<file path="config.mk">
export PLATFORM = sky130hd
export DESIGN_NAME = acs_seq
export DESIGN_NICKNAME = d
export VERILOG_FILES = /design/src/rtl/core/axis_cumulative_sum_assert.svh /design/src/rtl/core/acs_pkg.sv /design/src/rtl/core/acs_seq.sv
export SDC_FILE = /design/constraint.sdc
export NUM_CORES = 1
export LEC_CHECK = 0
export BUFFER_PORTS_ARGS = -buffer_cell sky130_fd_sc_hd__buf_4
export CAP_MARGIN = 25
export CORE_MARGIN = 2
export CORE_UTILIZATION = 35
export DETAILED_ROUTE_END_ITERATION = 8
export PLACE_DENSITY = 0.6
export SLEW_MARGIN = 0
export SYNTH_ARGS = -nofsm -noshare
export SYNTH_HDL_FRONTEND = slang
export SYNTH_SLANG_ARGS = --single-unit
</file>
<file path="constraint.sdc">
create_clock -name clk -period 3.7 [get_ports clk]
set_input_delay 0.185 -clock clk [delete_from_list [all_inputs] [get_ports clk]]
set_output_delay 0.185 -clock clk [all_outputs]
set_load 0.01 [all_outputs]
</file>
<file path="src/rtl/core/axis_cumulative_sum_assert.svh">
// ---------------------------------------------------------------------------
// axis_cumulative_sum assertion macros
// shorthand for the clocked checks at the end of the top level
// ---------------------------------------------------------------------------
`ifndef AXIS_CUMULATIVE_SUM_ASSERT_SVH
`define AXIS_CUMULATIVE_SUM_ASSERT_SVH

// same-cycle implication, quiet while in reset
`define ACS_ASSERT_NOW(label, pre, post, msg) \
  label: assert property (@(posedge clk) disable iff (!rst_n) (pre) |-> (post)) \
    else $error(msg);

// next-cycle implication, quiet while in reset
`define ACS_ASSERT_NEXT(label, pre, post, msg) \
  label: assert property (@(posedge clk) disable iff (!rst_n) (pre) |=> (post)) \
    else $error(msg);

`endif

</file>
<file path="src/rtl/core/acs_pkg.sv">
// ---------------------------------------------------------------------------
// acs_pkg
// shared types, register indices and arithmetic for the cumulative sum block
// ---------------------------------------------------------------------------
package acs_pkg;

  localparam int COLS_MAX_DEF  = 256;
  localparam int ROWS_MAX_DEF  = 4096;
  localparam int SLABS_MAX_DEF = 65536;

  localparam int DATA_W   = 32;
  localparam int CFG_DW   = 17;  // widest register: slab_count
  localparam int CFG_IW   = 3;
  localparam int SLAB_IDX_W = 16;
  localparam int ROW_IDX_W  = 12;
  localparam int COL_IDX_W  = 8;

  typedef enum logic [CFG_IW-1:0] {
    REG_SLAB_COUNT = 3'd0,
    REG_ROW_COUNT  = 3'd1,
    REG_COL_COUNT  = 3'd2,
    REG_EXCL_MODE  = 3'd3,
    REG_REV_MODE   = 3'd4
  } acs_reg_t;

  // position of one word in the tensor, travels with it down the pipe
  typedef struct packed {
    logic                  first_row;
    logic [SLAB_IDX_W-1:0] slab_index;
    logic [ROW_IDX_W-1:0]  row_index;
    logic [COL_IDX_W-1:0]  col_index;
    logic                  slab_done;
    logic                  all_done;
  } acs_pos_t;

  // signed add clipped to the 32-bit range
  function automatic logic signed [DATA_W-1:0] sat_add(
    input logic signed [DATA_W-1:0] a,
    input logic signed [DATA_W-1:0] b
  );
    logic signed [DATA_W:0] s;
    s = {a[DATA_W-1], a} + {b[DATA_W-1], b};
    if (s[DATA_W] != s[DATA_W-1]) begin
      sat_add = s[DATA_W] ? {1'b1, {(DATA_W-1){1'b0}}} : {1'b0, {(DATA_W-1){1'b1}}};
    end else begin
      sat_add = s[DATA_W-1:0];
    end
  endfunction

endpackage

</file>
<file path="src/rtl/core/acs_seq.sv">
// ---------------------------------------------------------------------------
// acs_seq
// configuration registers and the slab / row / column traversal counters
// ---------------------------------------------------------------------------
module acs_seq import acs_pkg::*; #(
  parameter int COLS_MAX  = COLS_MAX_DEF,
  parameter int ROWS_MAX  = ROWS_MAX_DEF,
  parameter int SLABS_MAX = SLABS_MAX_DEF,
  localparam int CIW = (COLS_MAX  > 1) ? $clog2(COLS_MAX)  : 1,
  localparam int RCW = (ROWS_MAX  > 1) ? $clog2(ROWS_MAX)  : 1,
  localparam int SCW = (SLABS_MAX > 1) ? $clog2(SLABS_MAX) : 1
) (
  input  logic              clk,
  input  logic              rst_n,
  input  logic              cfg_we,
  input  logic [CFG_IW-1:0] cfg_idx,
  input  logic [CFG_DW-1:0] cfg_wdata,
  input  logic              step,
  output logic [CIW-1:0]    col_addr,
  output acs_pos_t          pos,
  output logic              excl_mode
);

  logic [SCW-1:0] slab_last_r, slab_r, slab_nxt;
  logic [RCW-1:0] row_last_r, row_r, row_nxt, row_dest;
  logic [CIW-1:0] col_last_r, col_r, col_nxt;
  logic           excl_r, rev_r;
  logic           is_last_col, is_last_row, is_last_slab;
  logic [31:0]    wv, wv_row, wv_col;
  logic [31:0]    slab_ext, row_ext, col_ext;

  // count register value to last index, 0 acts as 1 and large values clip
  assign wv     = 32'(cfg_wdata);
  // row_count is 13 bits and col_count 9 bits wide, upper write bits dropped
  assign wv_row = 32'(cfg_wdata[12:0]);
  assign wv_col = 32'(cfg_wdata[8:0]);

  always_ff @(posedge clk) begin
    if (!rst_n) begin
      slab_last_r <= '0;
      row_last_r  <= '0;
      col_last_r  <= '0;
      excl_r      <= 1'b0;
      rev_r       <= 1'b0;
    end else if (cfg_we) begin
      unique case (cfg_idx)
        REG_SLAB_COUNT: begin
          if (wv == 32'd0)                    slab_last_r <= '0;
          else if (wv > 32'(SLABS_MAX))       slab_last_r <= SCW'(SLABS_MAX - 1);
          else                                slab_last_r <= SCW'(wv - 32'd1);
        end
        REG_ROW_COUNT: begin
          if (wv_row == 32'd0)                row_last_r <= '0;
          else if (wv_row > 32'(ROWS_MAX))    row_last_r <= RCW'(ROWS_MAX - 1);
          else                                row_last_r <= RCW'(wv_row - 32'd1);
        end
        REG_COL_COUNT: begin
          if (wv_col == 32'd0)                col_last_r <= '0;
          else if (wv_col > 32'(COLS_MAX))    col_last_r <= CIW'(COLS_MAX - 1);
          else                                col_last_r <= CIW'(wv_col - 32'd1);
        end
        REG_EXCL_MODE: excl_r <= cfg_wdata[0];
        REG_REV_MODE:  rev_r  <= cfg_wdata[0];
        default: ;
      endcase
    end
  end

  assign is_last_col  = (col_r == col_last_r);
  assign is_last_row  = (row_r == row_last_r);
  assign is_last_slab = (slab_r == slab_last_r);

  always_comb begin
    col_nxt  = col_r;
    row_nxt  = row_r;
    slab_nxt = slab_r;
    if (step) begin
      if (!is_last_col) begin
        col_nxt = col_r + 1'b1;
      end else begin
        col_nxt = '0;
        if (!is_last_row) begin
          row_nxt = row_r + 1'b1;
        end else begin
          row_nxt  = '0;
          slab_nxt = is_last_slab ? '0 : slab_r + 1'b1;
        end
      end
    end
  end

  // a valid register write restarts the traversal
  always_ff @(posedge clk) begin
    if (!rst_n) begin
      slab_r <= '0;
      row_r  <= '0;
      col_r  <= '0;
    end else if (cfg_we && (cfg_idx <= REG_REV_MODE)) begin
      slab_r <= '0;
      row_r  <= '0;
      col_r  <= '0;
    end else begin
      slab_r <= slab_nxt;
      row_r  <= row_nxt;
      col_r  <= col_nxt;
    end
  end

  assign row_dest = rev_r ? (row_last_r - row_r) : row_r;
  assign slab_ext = 32'(slab_r);
  assign row_ext  = 32'(row_dest);
  assign col_ext  = 32'(col_r);

  assign col_addr       = col_r;
  assign excl_mode      = excl_r;
  assign pos.first_row  = (row_r == '0);
  assign pos.slab_index = slab_ext[SLAB_IDX_W-1:0];
  assign pos.row_index  = row_ext[ROW_IDX_W-1:0];
  assign pos.col_index  = col_ext[COL_IDX_W-1:0];
  assign pos.slab_done  = is_last_col && is_last_row;
  assign pos.all_done   = is_last_col && is_last_row && is_last_slab;

endmodule

</file>
==> impl_metrics.toml, run 1 <==
[sta]
slew_headroom_pct = 41.2
rsz0062_at_grt = "false"
tns_ns = 0
drv_slew = 0
finalCritPeriodShare_pct = 83.0
setup_violations = 0
worst_pin_slew_ns = 0.880
timing.fmax_mhz = 325
min_period_ns = 3.07
skew_ns = 0.00746
hold_viol = 0

[setup_path]
critPathCaptureType = "primary output"
cp.arrival_ns = 2.89
start_kind = "flip-flop"
cp.required_ns = 3.51
cp_max_fo = 5
path_class = "flip-flop to primary output"

[route]
drc = 0
vias = 4021
routed_wirelength_microns = 12100
detail_route.first_pass.iterations = 4
drt_first_iter_violations = 187
wl_per_cell_microns = 15.5
ant_nets = 0
viasPerCell = 5.16

[global_route]
grt_pass1_vias = 3988
grt_pass1_wl_microns = 19800
grt_start_max_net_pins = 25
groute.usage.overall_pct = 18.7
grt_overflow = 0
antenna_found_initial = 0

[logic_synthesis]
yosys.area.top_type_share_pct = 33.3
synth-async-reset-ratio_pct = 0
synth_xor_area_share_pct = 14.2
synth_compound_area_share_pct = 15.7
synth_edf_count = 0
ys_types = 51
synth_area_sq_um = 4450
synth_simple_gate_area_share_pct = 24.6
yosys_warnings = 0
synth_area_leaders = "dfxtp_1, xor2_1, xnor2_1"
avgSynthCellArea_sq_um = 8.10
synth_fa_ha_area_share_pct = 4.95
syn_inst = 549
ys_seq_area_share_pct = 33.3
syn-num-nets = 590
synth_seq_cells = 74
yosysTopAreaCell = "dfxtp_1"
synth_common_cells = "dfxtp_1, nor2_1, nand2_1, xor2_1, a21oi_1"
synth.most_common_cell = "dfxtp_1"
synth_top_family_by_area = "simple AND/OR/NAND/NOR gates"
synth_flop_cell = "dfxtp_1"
synthMuxAreaShare_pct = 1.86

[floorplanning]
core_sq_um = 12500
pin_count = 72
fp-row-count = 41
die_h_microns = 117
die-area_sq_um = 13600
die_width_microns = 117
initial_utilization_pct = 35.5

[power_and_ir_drop]
combPwrFrac_pct = 15.5
ir_drop_mv = 0.223
clkPwrFrac_pct = 42.4
powerDensity_nw_per_um2 = 370
p_int_mw = 1.43
p_switching_mw = 0.551
switching_share_pct = 27.9
p_seq_share_pct = 42.1
p_leak_nw = 2.29

[placement]
numPortBuffers = 71
dp_hpwl_microns = 9390
place_area_sq_um = 5060
place.gp.congestion = 0.912

[final_layout]
nFillCells = 1282
final_nets = 644
seqCellArea_sq_um = 1480
drive_gt1_share_pct = 15.8
design_area_sq_um = 5350
n_antenna_cell = 0
multi_input_area_sq_um = 2730
area_growth_pct = 20.3

[clock_tree]
postCtsHoldBufs = 0
root_buffer = "clkbuf_16"
cts_setup_buffers = 0
cts_made_buffers = 9
cts_max_level = 3
cts_buffer_depth = 2
cts_sinks = 74
clk-insertion-delay-late_ns = 0.34
cts_tree = "done"
cts_resized = 0
clk_pin_slew_worst_paths_ns = 0.06

[worst_hold_path]
hp-class = "primary input to flip-flop"

[status]
status = "complete, no violations"

[run]
max_cap_violations = 0
==> metrics by stage <==
stage	hold WS [ns]	setup WS (ns)	std cells	total power, mW	util, %
final	0.154	0.627	780	1.98	42.8
after global routing	0.164	0.438	780	2.07	42.8
after CTS	0.144	0.611	780	2.00	42.8
after detailed placement	0.453	0.816	764	1.16	40.4
after global placement	0.457	0.897	764	1.15	40.4
after floorplan	0.328	1.07	549	1.04	-
==> cell type report <==
| type | count | area share [%] |
|---|---|---|
| clock buffer | 11 | 4.72 |
| clock inverter | 5 | 0.701 |
| inverter | 24 | 1.68 |
| multi-input combinational | 421 | 50.9 |
| sequential | 74 | 27.7 |
| tap | 172 | 4.02 |
| timing repair buffer | 73 | 10.2 |
==> worst max-delay path, cell delays in order (launching register included) <==
cell     delay (ns)
dfxtp_1        0.41
ha_1           0.20
inv_1          0.05
fa_1           0.40
a21o_1         0.18
a21oi_1        0.26
nor2_1         0.07
o31ai_1        0.40
xnor2_1        0.15
mux2_2         0.29
buf_4          0.14
==> sequential cells by signal, summed over array words and instances, names as in the netlist <==
signal,count
col_addr,8
col_last_r,8
excl_mode,1
rev_r,1
row_last_r,12
row_r,12
slab_last_r,16
slab_r,16
==> cell usage in the layout, fill, tap and decap left out, types with 3 or more instances in the layout <==
| master | netlist | final |
|---|---|---|
| a21oi_1 | 32 | 32 |
| o211ai_1 | 3 | 3 |
| o21ai_1 | 4 | 4 |
| nand3b_1 | 3 | 3 |
| a21o_1 | 18 | 18 |
| inv_1 | 24 | 24 |
| or3_1 | 6 | 6 |
| a22oi_1 | 7 | 7 |
| xnor2_1 | 31 | 31 |
| or2_2 | 3 | 3 |
| nand2b_1 | 3 | 3 |
| nor3_1 | 10 | 10 |
| ha_1 | 16 | 16 |
| or4_1 | 7 | 7 |
| and3_1 | 6 | 6 |
| o21ai_0 | 17 | 17 |
| nand4_1 | 16 | 16 |
| a22o_1 | 7 | 7 |
| a31oi_1 | 4 | 4 |
| dfxtp_1 | 74 | 74 |
| o31ai_1 | 3 | 3 |
| nor2_1 | 50 | 50 |
| xor2_1 | 41 | 41 |
| mux2i_1 | 6 | 6 |
| nand3_1 | 18 | 18 |
| clkbuf_16 | 0 | 9 |
| nor4_1 | 25 | 25 |
| nor2b_1 | 12 | 12 |
| buf_4 | 8 | 73 |
| nand2_1 | 49 | 49 |
==> final timing paths <==
check	startpoint	to	slack [ns]	cells after the start
worst min-delay path	cfg_wdata[0]	excl_mode	0.15	3
worst min register to register	row_last_r[7]	row_last_r[7]	0.46	2
worst max-delay path	row_r[0]	pos[16]	0.63	10
worst max register to register	row_r[8]	slab_r[15]	0.79	7
==> power groups by stage <==
stage	clock network [mW]	logic [mW]	registers, mW
after floorplan	0	0.200	0.844
after global placement	0	0.301	0.850
after detailed placement	0	0.305	0.850
after CTS	0.863	0.307	0.833
after global routing	0.894	0.343	0.835
final	0.838	0.307	0.833
==> routing by layer <==
metal  GRT usage, %  part of all wire (%)  vias to the layer above
met1           22.2                    44                     1868
met3           4.05                   3.8                       20
met5              0                     0                        -
met4           8.00                   3.0                        0
met2           32.7                    49                       89
li1               -                     -                     2044
==> cell families (layout without fill, tap and decap cells) <==
kind of cell | after synthesis | count (layout)
DFF | 74 | 74
and+or+nand+nor | 216 | 216
buffers and inverters | 54 | 113
xor gates and xnor gates | 72 | 72
adders and majority gates | 17 | 17
muxes | 8 | 8
AOI/OAI and AO/OA | 108 | 108
No activity file was read; power rests on OpenSTA's default activity.
==> run 2, diff against run 1 <==
- PLACE_DENSITY: 0.6 -> 0.62
- clock period: 3.7 -> 2.7 ns (I/O delays scaled with it)
==> impl_metrics.toml, run 2 (synthesis results as in run 1) <==
[sta]
skew_ns = 0.00789
min_period_ns = 2.66
timing.fmax_mhz = 376
finalCritPeriodShare_pct = 98.4
hold_slack_ns = 0.0967
fin_ws_ns = 0.0424
hold_viol = 0
setup_violations = 0
drv_slew = 0
slew_headroom_pct = 38.7
rsz0062_at_grt = "true"
worst_pin_slew_ns = 0.917

[run]
max_cap_violations = 0

[clock_tree]
root_buffer = "clkbuf_16"
cts_made_buffers = 9
cts_sinks = 74
clk-insertion-delay-late_ns = 0.34
cts_buffer_depth = 2
cts_tree = "done"
cts_max_level = 3
clk_pin_slew_worst_paths_ns = 0.06
postCtsHoldBufs = 0

[global_route]
grt_pass1_wl_microns = 20700
grt_start_max_net_pins = 25
grt_overflow = 0
grt_pass1_vias = 4097
antenna_found_initial = 0
groute.usage.overall_pct = 19.6

[floorplanning]
fp-row-count = 41
die-area_sq_um = 13600
die_width_microns = 117
core_sq_um = 12500
die_h_microns = 117
pin_count = 72
initial_utilization_pct = 35.5

[route]
vias = 4227
ant_nets = 0
routed_wirelength_microns = 12900
drt_first_iter_violations = 217
detail_route.first_pass.iterations = 5
drc = 0
wl_per_cell_microns = 16.0
viasPerCell = 5.24

[setup_path]
start_kind = "flip-flop"
path_class = "flip-flop to primary output"
cp.arrival_ns = 2.52
slowest_stage = "dfxtp_1"
cp.required_ns = 2.57
slowest_delay_ns = 0.38
crit_buf_inv = 2
cp_cell_sequence = "ha_4 > inv_2 > fa_2 > a21o_1 > a21oi_2 > nor2_2 > o31ai_4 > xnor2_1 > mux2_4 > buf_6"
cp_max_fo = 3
critPathCaptureType = "primary output"
path_delay_family = "compound AO/OA/AOI/OAI gates"

[final_layout]
layout_commonest_cell = "buf_4"
final_nets = 670
largestRegisters = "slab_last_r x16, slab_r x16"
layout_common_cells = "buf_4, dfxtp_1, nand2_1, nor2_1, xor2_1"
n_antenna_cell = 0
multi_input_area_sq_um = 2820
nFillCells = 1269
drive_gt1_share_pct = 22.7
area_growth_pct = 26.9
seqCellArea_sq_um = 1490

[status]
status = "complete, no violations"

[power_and_ir_drop]
p_leak_nw = 2.43
powerDensity_nw_per_um2 = 497
ir_drop_mv = 0.285

[placement]
numPortBuffers = 71
place.gp.congestion = 0.888
dp_hpwl_microns = 9760
preCtsSetupSlack_ns = 0.0907

[worst_hold_path]
hp-class = "primary input to flip-flop"
-- run 2: cell count changes in the layout (fill, tap and decap cells not counted), sizes merged --
cell    change
clkbuf      -1
clkinv      -1
inv         +2
buf        +26
-- run 2: layout make-up --
type	count	area share, %
clock inverter	6	0.865
sequential	74	26.4
timing repair buffer	99	13.2
tap	172	3.81
multi-input combinational	421	49.9
inverter	24	1.60
clock buffer	10	4.24
-- run 2: final timing paths --
kind | start | endpoint | slack [ns] | cells after the start
worst min-delay path | cfg_wdata[16] | slab_last_r[12] | 0.1 | 3
worst min register to register | row_last_r[0] | row_last_r[0] | 0.47 | 2
worst max-delay path | row_r[0] | pos[16] | 0.04 | 10
worst max register to register | row_r[10] | slab_r[15] | 0.16 | 7
-- run 2: worst reg2reg max path, stage by stage (launching register included) --
cell and delay (ns):
dfxtp_1 0.39, inv_1 0.12, ha_1 0.41, nand3_1 0.15
or4_4 0.45, or3_1 0.39, or4_1 0.40, a21oi_1 0.16
-- run 2: per-stage QoR --
stage          utilization [%]  power [mW]  setup TNS, ns  instance area, sq um  instances
2_1_floorplan                -        1.43              0                  4450        549
3_3_place_gp              41.6        1.61              0                  5210        784
3_5_place_dp              41.6        1.61              0                  5210        784
4_1_cts                   44.2        2.78        -0.0341                  5530        802
5_1_grt                   45.1        2.94         -0.115                  5640        806
6_report                  45.1        2.80              0                  5640        806
-- run 2: where the power goes --
group | internal, mW | leakage [nW] | switching [mW] | total [mW]
Combinational | 0.223 | 1.69 | 0.289 | 0.512
Clock | 0.658 | 0.137 | 0.496 | 1.15
Sequential | 1.11 | 0.601 | 0.0237 | 1.14
-- run 2: repair_timing --
item / in CTS / in global routing
buffers inserted: 2 / 4
setup endpoints to repair: 5 / 13
hold endpoints to repair: 0 / 0
pin swaps: 2 / 10
gates resized for setup: 7 / 20
-- run 2: metal layers --
layer  up-vias  part of all wire (%)  track usage (%)
met5         -                     0                0
met4         0                   1.6             6.04
met3        22                   4.7             3.68
met2       109                    49             33.4
met1      1991                    45             25.1
li1       2105                     -                -
